===== config.mk =====
export PLATFORM = sky130hd
export DESIGN_NAME = pid_line_follower
export DESIGN_NICKNAME = d
export VERILOG_FILES = /design/src/plf_pkg.sv /design/src/plf_seq.sv /design/src/plf_dp.sv /design/src/pid_line_follower.sv
export SDC_FILE = /design/constraint.sdc
export NUM_CORES = 1
export LEC_CHECK = 0
export BUFFER_PORTS_ARGS = -buffer_cell sky130_fd_sc_hd__clkbuf_2
export CORE_MARGIN = 2
export CORE_UTILIZATION = 68
export CTS_CLUSTER_SIZE = 8
export DETAILED_ROUTE_END_ITERATION = 16
export PLACE_DENSITY = 0.86
export SETUP_SLACK_MARGIN = 0.05
export SYNTH_ARGS = -nofsm -noshare
export SYNTH_HDL_FRONTEND = slang
export SYNTH_SLANG_ARGS = --single-unit

===== constraint.sdc =====
create_clock -name clk -period 9.7 [get_ports clk]
set_input_delay 1.94 -clock clk [delete_from_list [all_inputs] [get_ports clk]]
set_output_delay 1.94 -clock clk [all_outputs]
set_load 0.005 [all_outputs]

===== src/plf_pkg.sv =====
`default_nettype none

package plf_pkg;

  // Configuration register indexes, in port order.
  localparam int CFG_IDX_W = 3;
  localparam int CFG_DATA_W = 12;

  localparam logic [CFG_IDX_W-1:0] REG_BLACK_THRESHOLD = 3'd0;
  localparam logic [CFG_IDX_W-1:0] REG_GAIN_P          = 3'd1;
  localparam logic [CFG_IDX_W-1:0] REG_GAIN_I          = 3'd2;
  localparam logic [CFG_IDX_W-1:0] REG_GAIN_D          = 3'd3;
  localparam logic [CFG_IDX_W-1:0] REG_BASE_POWER      = 3'd4;
  localparam logic [CFG_IDX_W-1:0] REG_LEFT_RATIO      = 3'd5;
  localparam logic [CFG_IDX_W-1:0] REG_RIGHT_RATIO     = 3'd6;

  // Reset values of the configuration registers.
  localparam logic [9:0]  RST_BLACK_THRESHOLD = 10'd650;
  localparam logic [11:0] RST_GAIN_P          = 12'd400;
  localparam logic [11:0] RST_GAIN_I          = 12'd0;
  localparam logic [11:0] RST_GAIN_D          = 12'd240;
  localparam logic [7:0]  RST_BASE_POWER      = 8'd100;
  localparam logic [8:0]  RST_LEFT_RATIO      = 9'd253;
  localparam logic [8:0]  RST_RIGHT_RATIO     = 9'd256;

  // Integral clamp limit and power ceiling.
  localparam logic signed [4:0] SUM_LIMIT = 5'sd5;
  localparam logic [7:0] POWER_MAX = 8'd255;

  typedef struct packed {
    logic [9:0]  black_threshold;
    logic [11:0] gain_p;
    logic [11:0] gain_i;
    logic [11:0] gain_d;
    logic [7:0]  base_power;
    logic [8:0]  left_ratio;
    logic [8:0]  right_ratio;
  } cfg_t;

  // Microprogram addresses.
  localparam int STEP_W = 4;
  localparam logic [STEP_W-1:0] ST_WAIT      = 4'd0;
  localparam logic [STEP_W-1:0] ST_CLASSIFY  = 4'd1;
  localparam logic [STEP_W-1:0] ST_MUL_P     = 4'd2;
  localparam logic [STEP_W-1:0] ST_MUL_I     = 4'd3;
  localparam logic [STEP_W-1:0] ST_MUL_D     = 4'd4;
  localparam logic [STEP_W-1:0] ST_ACC_D     = 4'd5;
  localparam logic [STEP_W-1:0] ST_SAT_L     = 4'd6;
  localparam logic [STEP_W-1:0] ST_MUL_RL    = 4'd7;
  localparam logic [STEP_W-1:0] ST_TRIM_L    = 4'd8;
  localparam logic [STEP_W-1:0] ST_MUL_RR    = 4'd9;
  localparam logic [STEP_W-1:0] ST_TRIM_R    = 4'd10;
  localparam logic [STEP_W-1:0] ST_EMIT      = 4'd11;
  localparam logic [STEP_W-1:0] ST_EMIT_X    = 4'd12;

  typedef enum logic [1:0] {
    A_ERR,
    A_SUM,
    A_DIFF,
    A_POW
  } mul_a_t;

  typedef enum logic [2:0] {
    B_GP,
    B_GI,
    B_GD,
    B_RL,
    B_RR
  } mul_b_t;

  typedef enum logic [1:0] {
    ACC_HOLD,
    ACC_CLR,
    ACC_ADD
  } acc_op_t;

  // One microcode word.
  typedef struct packed {
    logic              wait_in;
    logic              classify;
    logic              mul_en;
    mul_a_t            mul_a;
    mul_b_t            mul_b;
    acc_op_t           acc_op;
    logic              sat_en;
    logic              sat_neg;
    logic              trim_l;
    logic              trim_r;
    logic              emit;
    logic              emit_x;
    logic              goto_en;
    logic [STEP_W-1:0] target;
  } ctl_t;

  // Datapath status seen by the sequencer.
  typedef struct packed {
    logic both_black;
    logic out_busy;
  } stat_t;

  // The control store.
  function automatic ctl_t ucode(input logic [STEP_W-1:0] step);
    ctl_t w;
    w = '0;
    unique case (step)
      ST_WAIT: begin
        w.wait_in = 1'b1;
      end
      ST_CLASSIFY: begin
        w.classify = 1'b1;
        w.target   = ST_EMIT_X;
      end
      ST_MUL_P: begin
        w.mul_en = 1'b1;
        w.mul_a  = A_ERR;
        w.mul_b  = B_GP;
        w.acc_op = ACC_CLR;
      end
      ST_MUL_I: begin
        w.mul_en = 1'b1;
        w.mul_a  = A_SUM;
        w.mul_b  = B_GI;
        w.acc_op = ACC_ADD;
      end
      ST_MUL_D: begin
        w.mul_en = 1'b1;
        w.mul_a  = A_DIFF;
        w.mul_b  = B_GD;
        w.acc_op = ACC_ADD;
      end
      ST_ACC_D: begin
        w.acc_op = ACC_ADD;
      end
      ST_SAT_L: begin
        w.sat_en = 1'b1;
      end
      ST_MUL_RL: begin
        w.mul_en = 1'b1;
        w.mul_a  = A_POW;
        w.mul_b  = B_RL;
      end
      ST_TRIM_L: begin
        w.trim_l  = 1'b1;
        w.sat_en  = 1'b1;
        w.sat_neg = 1'b1;
      end
      ST_MUL_RR: begin
        w.mul_en = 1'b1;
        w.mul_a  = A_POW;
        w.mul_b  = B_RR;
      end
      ST_TRIM_R: begin
        w.trim_r = 1'b1;
      end
      ST_EMIT: begin
        w.emit   = 1'b1;
        w.target = ST_WAIT;
      end
      ST_EMIT_X: begin
        w.emit_x = 1'b1;
        w.target = ST_WAIT;
      end
      default: begin
        w.goto_en = 1'b1;
        w.target  = ST_WAIT;
      end
    endcase
    return w;
  endfunction

endpackage

`default_nettype wire


===== src/plf_seq.sv =====
`default_nettype none

module plf_seq import plf_pkg::*; (
  input  wire logic  clk,
  input  wire logic  rst_n,
  input  wire logic  in_valid,
  input  wire stat_t stat,
  output ctl_t       ctl
);

  logic [STEP_W-1:0] step_r;
  logic [STEP_W-1:0] step_nxt;

  assign ctl = ucode(step_r);

  // Default is the next word; waits hold the counter, branches load the target.
  always_comb begin
    step_nxt = step_r + 1'b1;
    if (ctl.wait_in) begin
      if (!in_valid) begin
        step_nxt = step_r;
      end
    end else if (ctl.classify) begin
      if (stat.both_black) begin
        step_nxt = ctl.target;
      end
    end else if (ctl.emit || ctl.emit_x) begin
      step_nxt = stat.out_busy ? step_r : ctl.target;
    end else if (ctl.goto_en) begin
      step_nxt = ctl.target;
    end
  end

  always_ff @(posedge clk) begin
    if (!rst_n) begin
      step_r <= ST_WAIT;
    end else begin
      step_r <= step_nxt;
    end
  end

endmodule

`default_nettype wire


===== src/plf_dp.sv =====
`default_nettype none

module plf_dp import plf_pkg::*; (
  input  wire logic              clk,
  input  wire logic              rst_n,
  input  wire ctl_t              ctl,
  input  wire cfg_t              cfg,
  input  wire logic              in_valid,
  input  wire logic [9:0]        in_left_sample,
  input  wire logic [9:0]        in_right_sample,
  output stat_t                  stat,
  input  wire logic              out_ready,
  output logic                   out_valid,
  output logic [7:0]             out_left_power,
  output logic [7:0]             out_right_power,
  output logic signed [1:0]      out_track_error,
  output logic                   out_intersection
);

  logic [9:0]         ls_r, rs_r;
  logic signed [1:0]  err_r, last_r;
  logic signed [3:0]  sum_r;
  logic signed [2:0]  diff_r;
  logic signed [22:0] prod_r;
  logic signed [17:0] acc_r;
  logic [7:0]         pow_r, left_r, right_r;
  logic               out_valid_r;
  logic [7:0]         out_left_r, out_right_r;
  logic signed [1:0]  out_err_r;
  logic               out_x_r;

  logic               lb, rb;
  logic signed [1:0]  err_cls;
  logic signed [4:0]  sum_wide;
  logic signed [3:0]  sum_clamped;
  logic signed [2:0]  diff_cls;
  logic signed [9:0]  mul_a;
  logic signed [12:0] mul_b;
  logic signed [22:0] product;
  logic signed [17:0] base16, side_sum;
  logic [7:0]         sat_pow;
  logic [8:0]         trim_raw;
  logic [7:0]         trimmed;
  logic               emit_fire;

  assign lb = ls_r >= cfg.black_threshold;
  assign rb = rs_r >= cfg.black_threshold;

  always_comb begin
    if (lb) begin
      err_cls = -2'sd1;
    end else if (rb) begin
      err_cls = 2'sd1;
    end else begin
      err_cls = 2'sd0;
    end
  end

  assign sum_wide = {sum_r[3], sum_r} + {{3{err_cls[1]}}, err_cls};

  always_comb begin
    if (sum_wide > SUM_LIMIT) begin
      sum_clamped = SUM_LIMIT[3:0];
    end else if (sum_wide < -SUM_LIMIT) begin
      sum_clamped = 4'(-SUM_LIMIT);
    end else begin
      sum_clamped = sum_wide[3:0];
    end
  end

  assign diff_cls = {err_cls[1], err_cls} - {last_r[1], last_r};

  // Shared multiplier operands.
  always_comb begin
    case (ctl.mul_a)
      A_ERR:   mul_a = {{8{err_r[1]}}, err_r};
      A_SUM:   mul_a = {{6{sum_r[3]}}, sum_r};
      A_DIFF:  mul_a = {{7{diff_r[2]}}, diff_r};
      A_POW:   mul_a = {2'b00, pow_r};
      default: mul_a = '0;
    endcase
  end

  always_comb begin
    case (ctl.mul_b)
      B_GP:    mul_b = {1'b0, cfg.gain_p};
      B_GI:    mul_b = {1'b0, cfg.gain_i};
      B_GD:    mul_b = {1'b0, cfg.gain_d};
      B_RL:    mul_b = {4'b0000, cfg.left_ratio};
      B_RR:    mul_b = {4'b0000, cfg.right_ratio};
      default: mul_b = '0;
    endcase
  end

  assign product = mul_a * mul_b;

  // Side sum in sixteenths of a power step, then floor and saturate.
  assign base16   = $signed({6'b000000, cfg.base_power, 4'b0000});
  assign side_sum = ctl.sat_neg ? (base16 - acc_r) : (base16 + acc_r);

  always_comb begin
    if (side_sum[17]) begin
      sat_pow = 8'd0;
    end else if (|side_sum[16:12]) begin
      sat_pow = POWER_MAX;
    end else begin
      sat_pow = side_sum[11:4];
    end
  end

  assign trim_raw = prod_r[16:8];
  assign trimmed  = trim_raw[8] ? POWER_MAX : trim_raw[7:0];

  assign emit_fire = (ctl.emit || ctl.emit_x) && !stat.out_busy;

  assign stat.both_black = lb && rb;
  assign stat.out_busy   = out_valid_r && !out_ready;

  always_ff @(posedge clk) begin
    if (ctl.wait_in && in_valid) begin
      ls_r <= in_left_sample;
      rs_r <= in_right_sample;
    end
    if (ctl.classify) begin
      diff_r <= diff_cls;
    end
    if (ctl.mul_en) begin
      prod_r <= product;
    end
    case (ctl.acc_op)
      ACC_CLR: acc_r <= '0;
      ACC_ADD: acc_r <= acc_r + prod_r[17:0];
      default: acc_r <= acc_r;
    endcase
    if (ctl.sat_en) begin
      pow_r <= sat_pow;
    end
    if (ctl.trim_l) begin
      left_r <= trimmed;
    end
    if (ctl.trim_r) begin
      right_r <= trimmed;
    end
    if (emit_fire) begin
      out_left_r  <= ctl.emit ? left_r : 8'd0;
      out_right_r <= ctl.emit ? right_r : 8'd0;
      out_err_r   <= ctl.emit ? err_r : 2'sd0;
      out_x_r     <= ctl.emit_x;
    end
  end

  always_ff @(posedge clk) begin
    if (!rst_n) begin
      err_r       <= '0;
      last_r      <= '0;
      sum_r       <= '0;
      out_valid_r <= 1'b0;
    end else begin
      if (ctl.classify && !stat.both_black) begin
        err_r  <= err_cls;
        last_r <= err_cls;
        sum_r  <= sum_clamped;
      end
      if (emit_fire) begin
        out_valid_r <= 1'b1;
      end else if (out_ready) begin
        out_valid_r <= 1'b0;
      end
    end
  end

  assign out_valid        = out_valid_r;
  assign out_left_power   = out_left_r;
  assign out_right_power  = out_right_r;
  assign out_track_error  = out_err_r;
  assign out_intersection = out_x_r;

endmodule

`default_nettype wire


===== src/pid_line_follower.sv =====
// Two-sensor PID line follower. Each input transfer carries one pair of
// 10-bit reflectance samples; each produces exactly one result transfer with
// the trimmed left and right motor powers, the tracking error (-1, 0 or +1)
// and an intersection flag. A small microcoded sequencer steps a datapath
// with one shared signed multiplier through the P, I and D products and the
// two per-side trim products, five passes through the multiplier in all. A
// normal sample runs from its transfer through the classify, multiply,
// accumulate, saturate and trim steps to the emit step, which loads the
// result into the output register; only then does the sequencer return to
// its wait step and accept the next sample. An intersection (both sensors
// black) goes straight from the classify step to its own emit step. The
// output register lets the next sample be taken while a result still waits;
// the sequencer stalls only at its final step if the previous result has not
// been transferred yet. Configuration writes land immediately and must be
// made while no sample is in flight.

`default_nettype none

module pid_line_follower import plf_pkg::*; (
  input  wire logic                  clk,
  input  wire logic                  rst_n,
  input  wire logic                  cfg_we,
  input  wire logic [CFG_IDX_W-1:0]  cfg_index,
  input  wire logic [CFG_DATA_W-1:0] cfg_wdata,
  input  wire logic                  in_valid,
  output logic                       in_ready,
  input  wire logic [9:0]            in_left_sample,
  input  wire logic [9:0]            in_right_sample,
  output logic                       out_valid,
  input  wire logic                  out_ready,
  output logic [7:0]                 out_left_power,
  output logic [7:0]                 out_right_power,
  output logic signed [1:0]          out_track_error,
  output logic                       out_intersection
);

  cfg_t  cfg_r;
  ctl_t  ctl;
  stat_t stat;

  // Configuration registers; an index past the last register is ignored.
  always_ff @(posedge clk) begin
    if (!rst_n) begin
      cfg_r.black_threshold <= RST_BLACK_THRESHOLD;
      cfg_r.gain_p          <= RST_GAIN_P;
      cfg_r.gain_i          <= RST_GAIN_I;
      cfg_r.gain_d          <= RST_GAIN_D;
      cfg_r.base_power      <= RST_BASE_POWER;
      cfg_r.left_ratio      <= RST_LEFT_RATIO;
      cfg_r.right_ratio     <= RST_RIGHT_RATIO;
    end else if (cfg_we) begin
      case (cfg_index)
        REG_BLACK_THRESHOLD: cfg_r.black_threshold <= cfg_wdata[9:0];
        REG_GAIN_P:          cfg_r.gain_p          <= cfg_wdata;
        REG_GAIN_I:          cfg_r.gain_i          <= cfg_wdata;
        REG_GAIN_D:          cfg_r.gain_d          <= cfg_wdata;
        REG_BASE_POWER:      cfg_r.base_power      <= cfg_wdata[7:0];
        REG_LEFT_RATIO:      cfg_r.left_ratio      <= cfg_wdata[8:0];
        REG_RIGHT_RATIO:     cfg_r.right_ratio     <= cfg_wdata[8:0];
        default: ;
      endcase
    end
  end

  // The sequencer only opens the input channel on its wait step.
  assign in_ready = ctl.wait_in;

  plf_seq u_seq (
    .clk      (clk),
    .rst_n    (rst_n),
    .in_valid (in_valid),
    .stat     (stat),
    .ctl      (ctl)
  );

  plf_dp u_dp (
    .clk              (clk),
    .rst_n            (rst_n),
    .ctl              (ctl),
    .cfg              (cfg_r),
    .in_valid         (in_valid),
    .in_left_sample   (in_left_sample),
    .in_right_sample  (in_right_sample),
    .stat             (stat),
    .out_ready        (out_ready),
    .out_valid        (out_valid),
    .out_left_power   (out_left_power),
    .out_right_power  (out_right_power),
    .out_track_error  (out_track_error),
    .out_intersection (out_intersection)
  );

  // An intersection result always carries zero power and zero error.
  a_isect_zero: assert property (@(posedge clk) disable iff (!rst_n)
    (out_valid && out_intersection) |->
      (out_left_power == 8'd0 && out_right_power == 8'd0 && out_track_error == 2'sd0))
    else $error("intersection result with nonzero payload");

  // The error code -2 is never produced.
  a_err_code: assert property (@(posedge clk) disable iff (!rst_n)
    out_valid |-> (out_track_error != -2'sd2))
    else $error("invalid track error code");

  // One sample at a time: the input closes right after a transfer.
  a_one_at_a_time: assert property (@(posedge clk) disable iff (!rst_n)
    (in_valid && in_ready) |=> !in_ready)
    else $error("input reopened directly after a transfer");

endmodule

`default_nettype wire


# Word-level counts from Yosys, hierarchy flattened
# Cells that the tools add are included.
[totals] register_bits=185 inputBits=40 output_inout_bits=21 elab_cells=119
[classes] add_sub_neg=6 n_mul=1 magnitude_cmp=4 n_eq_ne=29 n_mux=29 reduce_logical=27
[op_table] operator="12-bit one-hot mux with 5 select lines" count=1
[op_table] operator="4-bit 2-to-1 mux" count=10
[op_table] operator="10-bit one-hot mux with 4 select lines" count=1
[op_table] operator="18-bit one-hot mux with 2 select lines" count=1
[op_table] operator="6-bit one-hot mux with 5 select lines" count=1
[op_table] operator="4-bit == test, second input constant" count=5
[op_table] operator="10-bit >= comparator" count=2
[op_table] operator="13-bit by 18-bit adder with 18-bit output" count=1
[op_table] operator="18-bit adder" count=1
[op_table] operator="10-bit by 13-bit multiplier with 18-bit output" count=1
[op_table] operator="18-bit 2-to-1 mux" count=1
[op_table] operator="13-bit by 18-bit subtractor with 18-bit output" count=1
[op_table] operator="4-bit by 3-bit == test with 1-bit output, second input constant" count=4
[op_table] operator="8-bit 2-to-1 mux" count=2
[op_table] operator="2-bit AND reduction" count=8
[op_table] operator="13-bit OR reduction" count=1
[op_table] operator="3-bit by 2-bit == test with 1-bit output, second input constant" count=4
[op_table] operator="3-bit == test, second input constant" count=4
[op_table] operator="1-bit 2-to-1 mux" count=9
[op_table] operator="4-bit by 2-bit == test with 1-bit output, second input constant" count=2
[op_table] operator="2-bit == test, second input constant" count=3
[op_table] operator="3-bit by 1-bit == test with 1-bit output, second input constant" count=2
[op_table] operator="3-bit logical NOT" count=2
[op_table] operator="4-bit by 2-bit adder with 5-bit output" count=1
[op_table] operator="other kinds (19)" count=28

# Logic depth before layout (Yosys ltp)
[logic_depth] word_depth=7 mapped_depth=28 ltp_nobuf=26

# Hierarchy
# A second synthesis with hierarchy kept.
[hier_totals] hier_cells=1380 area_unflattened_um2=13673.1
[modules_own_cells] module="plf_dp" n_inst=1 cells_each=1036 area_per_inst_um2=10289.9 seq_area_each_um2=3203.1
[modules_own_cells] module="pid_line_follower" n_inst=1 cells_each=272 area_per_inst_um2=2821.5 seq_area_each_um2=1441.4
[modules_own_cells] module="plf_seq" n_inst=1 cells_each=72 area_per_inst_um2=561.8 seq_area_each_um2=80.1

# Worst setup path before layout
# Ideal clock, no wire load.
[synth_timing] path_kind="register -> register" from="register u_seq.step_r[0]" to="register u_dp.prod_r[17] (data pin)" setup_time_ns=0.260 t_arrival_ns=6.090 required_ns=9.440 setup_slack_ns=3.350 path_stages_with_launch=26 n_path_buf=1 synth_period_minus_slack_ns=6.350 cell_sequence="dfxtp_1 -> inv_1 -> ha_1 -> a21o_1 -> a21oi_1 -> clkbuf_1 -> a21oi_1 -> or3_1 -> fa_1 -> inv_1 -> fa_1 -> inv_1 -> fa_1 -> inv_1 -> fa_1 -> inv_1 -> fa_1 -> inv_1 -> ha_1 -> nor3_1 -> nor2_1 -> nand2_1 -> o2111ai_1 -> a31o_2 -> a21oi_1 -> xnor2_1"
[synth_via] elab_chain_cells=5 word_cells_on_any_way=18 cone_classes="mul (1); eq/ne (12); mux (3); reduce/logical (2)"
[synth_rtl] element="start: declaration" line_no="plf_seq.sv:11" rtl="logic [STEP_W-1:0] step_r;"
[synth_rtl] element="start signal: assignment" line_no="plf_seq.sv:38" rtl="step_r <= step_nxt;"
[synth_rtl] element="4-bit == test, or another cell as far along" line_no="plf_pkg.sv:105" rtl="unique case (step)"
[synth_rtl] element="6-bit one-hot mux with 5 select lines *" line_no="plf_pkg.sv:105"
[synth_rtl] element="3-bit == test, or another cell as far along" line_no="plf_dp.sv:85" rtl="case (ctl.mul_b)"
[synth_rtl] element="12-bit one-hot mux with 5 select lines / 10-bit one-hot mux with 4 select lines (equally long branches)" line_no="plf_dp.sv:85, plf_dp.sv:75"
[synth_rtl] element="10-bit by 13-bit multiplier with 18-bit output *" line_no="plf_dp.sv:95" rtl="assign product = mul_a * mul_b;"
[synth_rtl] element="via u_dp.product[17]" line_no="plf_dp.sv:39" rtl="logic signed [22:0] product;"
[synth_rtl] element="end signal: assignment" line_no="plf_dp.sv:128" rtl="prod_r <= product;"
[synth_rtl] element="end: declaration" line_no="plf_dp.sv:24" rtl="logic signed [22:0] prod_r;"
# Mark *: on every way through the listed nets, which the timed path passes. The rest lies on a longest branch.
# A chain may end at the register's enable or synchronous reset.

# Worst setup path in the final report
[layout_timing] from="register u_seq.step_r[2]" to="register u_dp.prod_r[17] (data pin)"
# The elaborated chain is that of the path after synthesis.

==> qor.txt <==
ROUTING
----------------------------------------------------------------------------------
Via count                                                                    10250
Residual DRC count                                                               0
Detail-routed net length per standard cell                                18.72 um
Number of nets with antenna violations after routing                             0
Final wirelength                                                          31070 um
Violation count after the first detailed-route iteration                      1038
Detailed-route vias per instance                                             6.175
1st-pass router iterations                                                       6

SETUP PATH
----------------------------------------------------------------------------------
Kind of launch point of the worst setup path                                  flop
Most used cell along the critical path                                sky130_fd_sc_hd__fa_1
Critical path launch point                                            u_seq.step_r[2]
Delay contributed by the slowest stage of the critical path                1.05 ns
Largest driver fanout on the critical path                                      23
Required time of the worst setup path                                      9.87 ns
Data arrival time of the critical path                                     7.70 ns
Top cell family by delay on the critical path                          adder cells
Worst flop-to-flop path startpoint                                    u_seq.step_r[2]
Buffers & Inverters on Critical Path                                             3
Worst path slowest cell                                               sky130_fd_sc_hd__dfxtp_1
Critical Setup Path Class                                             flop to flop
CP endpoint kind                                                              flop
Critical path, cell by cell                                           and3b_1 > a22oi_1 > o21ai_0 > a21oi_1 > nand2_1 > fa_1 > fa_1 > inv_1 > fa_1 > fa_1 > inv_1 > fa_1 > inv_1 > ha_1 > nor3_1 > o21ai_0 > nand2_1 > o2111ai_1 > a31o_2 > a21oi_1 > xnor2_1

DIE
----------------------------------------------------------------------------------
Die Ht                                                                    142.7 um
Placeable core region                                                 0.01877 mm^2
Die area                                                              0.02036 mm^2
Site row count                                                                  50
X dimension of the die                                                    142.7 um
Initial Utilization                                                         69.70%
Top-level I/O count                                                             61

GRT
----------------------------------------------------------------------------------
Global-route wire length before repair                                    50760 um
Pin count of the biggest net entering global routing                            86
Antenna violations before repair                                                 0
Vias in the first global route                                               10250
Total congestion overflow after global routing                                   0
GRT Util Overall                                                            32.26%

TIMING
----------------------------------------------------------------------------------
Worst slew margin relative to its limit                                     14.87%
Total count of max-transition violations in the final report                     0
RSZ-0062 raised after global routing                                         false
Final critical-path share of the clock period                               77.57%
Fin. Hold Viols                                                                  0
Measured slew at the worst slew-check pin                                 1.267 ns
Final-report setup violation count                                               0
Highest Clock Rate                                                       132.9 MHz
Post-layout minimum cycle time                                            7.525 ns
Post-Route Setup TNS                                                          0 ns
Final Skew                                                              0.02005 ns

SYNTH
----------------------------------------------------------------------------------
Count of mapped cells out of synthesis                                        1369
Ys async rst share                                                              0%
Number of synthesized register bits                                            185
Portion of synthesized cell area occupied by the leading cell type          23.41%
Unique masters post-synth                                                       75
Summed instance area of the synthesized netlist                       0.01308 mm^2
Number of enable-type register cells in the synthesized netlist                102
Syn_nets                                                                      1598
Area contributors post-synth                                          sky130_fd_sc_hd__edfxtp_1 (23%), sky130_fd_sc_hd__dfxtp_1 (13%), sky130_fd_sc_hd__fa_1 (12%)
Top_reg_cell synth                                                    sky130_fd_sc_hd__edfxtp_1
Mean cell area of the mapped netlist                                    9.555 um^2
Cell type with the largest total area after synthesis                 sky130_fd_sc_hd__edfxtp_1
Yosys warning total                                                              0
Share of synthesized area occupied by flip-flops and latches                36.12%

PLACED DESIGN
----------------------------------------------------------------------------------
Detailed-placement wirelength estimate                                    22680 um
Placer Congestion                                                            1.000
IO Port Bufs                                                                    60

CLOCKING
----------------------------------------------------------------------------------
Root buffer cell                                                      sky130_fd_sc_hd__clkbuf_16
Clock-pin slew on the worst setup and hold paths                           0.08 ns
Clock network latency to the later pin of the worst-skew pair              0.45 ns
CTS Buffer Depth                                                                 2
TritonCTS clock tree                                                          done
Depth of the CTS H-tree                                                          4
Clk sink count                                                                 185
Number of buffers added by the clock tree synthesis step                        17
Count of hold buffers inserted by post-cts repair                                0
Post-CTS Repair Setup Buffers                                                    0
Resized Gates After CTS                                                          0

RUN STATUS
----------------------------------------------------------------------------------
Status                                                                finished clean

POWER AND IR DROP
----------------------------------------------------------------------------------
Overall power of the completed layout                                      4273 uW
Lkg Pwr                                                                0.006294 uW
Power density cells                                                   302.2 mW/mm^2
Peak ir drop on the vdd network                                          0.1727 mV

LAYOUT
----------------------------------------------------------------------------------
Final layout net count                                                        1642
Number of fill cells in the layout                                            1263
Antenna Cells                                                                    0
Synthesis-to-finish area growth                                             8.083%
Share of final-layout standard cells stronger than drive strength 1         9.748%

WORST HOLD PATH
----------------------------------------------------------------------------------
Origin of the worst min-delay path                                        cfg_r[6]
Path type of the worst min-delay path                                 flop to flop

RUN
----------------------------------------------------------------------------------
Max-Cap Viols                                                                    0

[path summary, 6_finish.rpt]
path                     end  slack, ns  depth (start not counted)
max          u_dp.prod_r[17]       2.18                         21
min                 cfg_r[6]       0.47                          2
max reg2reg  u_dp.prod_r[17]       2.18                         21
min reg2reg         cfg_r[6]       0.47                          2
[worst register-to-register path, delay by kind of cell, from the launching register on]
family                     cells  cell delay, ns
AOI/OAI and AO/OA              7            2.03
and+or+nand+nor                4            1.02
adders and majority gates      6            2.92
buffers and inverters          3            0.15
DFF                            1            1.05
xor gates and xnor gates       1            0.08
[cells in the final DEF (no fill, tap or decap), types with 35 or more instances in the layout]
cell / n
sky130_fd_sc_hd__fa_1: 79
sky130_fd_sc_hd__dfxtp_1: 83
sky130_fd_sc_hd__edfxtp_1: 102
sky130_fd_sc_hd__clkbuf_2: 60
sky130_fd_sc_hd__xnor2_1: 35
sky130_fd_sc_hd__inv_1: 128
sky130_fd_sc_hd__nor2_1: 78
sky130_fd_sc_hd__nand2_1: 240
sky130_fd_sc_hd__a21oi_1: 44
sky130_fd_sc_hd__ha_1: 110
sky130_fd_sc_hd__nand3_1: 37
sky130_fd_sc_hd__a21boi_0: 53
sky130_fd_sc_hd__o21ai_0: 41
[Yosys cell counts, types with 11 or more instances]
library cell,count
sky130_fd_sc_hd__and2_1,17
sky130_fd_sc_hd__or2_2,15
sky130_fd_sc_hd__clkbuf_1,31
sky130_fd_sc_hd__nand2b_1,24
sky130_fd_sc_hd__and3_1,27
sky130_fd_sc_hd__nor3_1,27
sky130_fd_sc_hd__xnor2_1,35
sky130_fd_sc_hd__inv_1,127
sky130_fd_sc_hd__nor2_1,78
sky130_fd_sc_hd__a31oi_1,11
sky130_fd_sc_hd__a21o_1,15
sky130_fd_sc_hd__nand3_1,37
sky130_fd_sc_hd__a21boi_0,53
sky130_fd_sc_hd__mux2i_1,14
sky130_fd_sc_hd__ha_1,110
sky130_fd_sc_hd__nor2b_1,22
sky130_fd_sc_hd__nand2_1,240
sky130_fd_sc_hd__edfxtp_1,102
sky130_fd_sc_hd__xor2_1,12
sky130_fd_sc_hd__o21ai_0,41
sky130_fd_sc_hd__a21oi_1,44
sky130_fd_sc_hd__fa_1,79
sky130_fd_sc_hd__dfxtp_1,83
[area by class of cell]
class                   instances  area, um^2  area share, %
clock buffers                  20       478.0          3.381
repair buffers                 69       367.9          2.602
clock inverters                12       122.6         0.8673
flip-flops and latches        185        4725          33.42
well taps                     234       292.8          2.071
multi-input cells            1011        7669          54.24
inverters                     129       484.2          3.425
[power breakdown]
group	internal, uW	switching (uW)	total, uW	leakage, uW
sequential	1060	121	1180	0.00166
clock	371	340	711	0.000302
combinational	939	1450	2380	0.00433
total	2370	1910	4270	0.00629
[per-stage QoR]
step,hold slack [ns],area (um^2),setup WS (ns),utilization [%],instances
4_1_cts,0.4694,14140,2.298,75.33,1660
3_3_place_gp,0.4500,13540,2.555,72.13,1628
2_1_floorplan,0.4405,13080,3.350,-,1369
6_report,0.4678,14140,2.175,75.33,1660
3_5_place_dp,0.4546,13540,2.357,72.13,1628
5_1_grt,0.4892,14140,1.738,75.33,1660
[logic make-up after synthesis]
logic type               share of synthesized area [%]
AND/OR/NAND/NOR                                  18.45
adder cells (fa/ha/maj)                          22.61
multiplexers                                     1.329
buffers and inverters                            5.308
flip-flops                                       36.12
AO/OA/AOI/OAI                                    12.91
XOR/XNOR                                         3.271
[state kept, by name, indices dropped and copies added (netlist names)]
register	cells
u_dp.out_right_power	8
u_dp.prod_r	18
u_dp.acc_r	18
u_dp.right_r	8
u_dp.out_left_power	8
u_dp.ls_r	10
u_dp.out_valid	1
u_dp.rs_r	10
u_seq.step_r	4
u_dp.diff_r	3
u_dp.out_intersection	1
u_dp.err_r	2
u_dp.sum_r	4
u_dp.out_track_error	2
u_dp.pow_r	8
u_dp.left_r	8
cfg_r	72
[metal layers]
layer	vias to the layer above	track usage [%]	routed length [um]	part of all wire, %
li1	4766	-	-	-
met1	4866	40.83	12350	40
met2	494	52.99	14600	47
met3	125	6.506	2588	8.3
met4	0	16.26	1529	4.9
met5	-	0	0	0
Note: power is estimated with default switching activity, not from simulation.
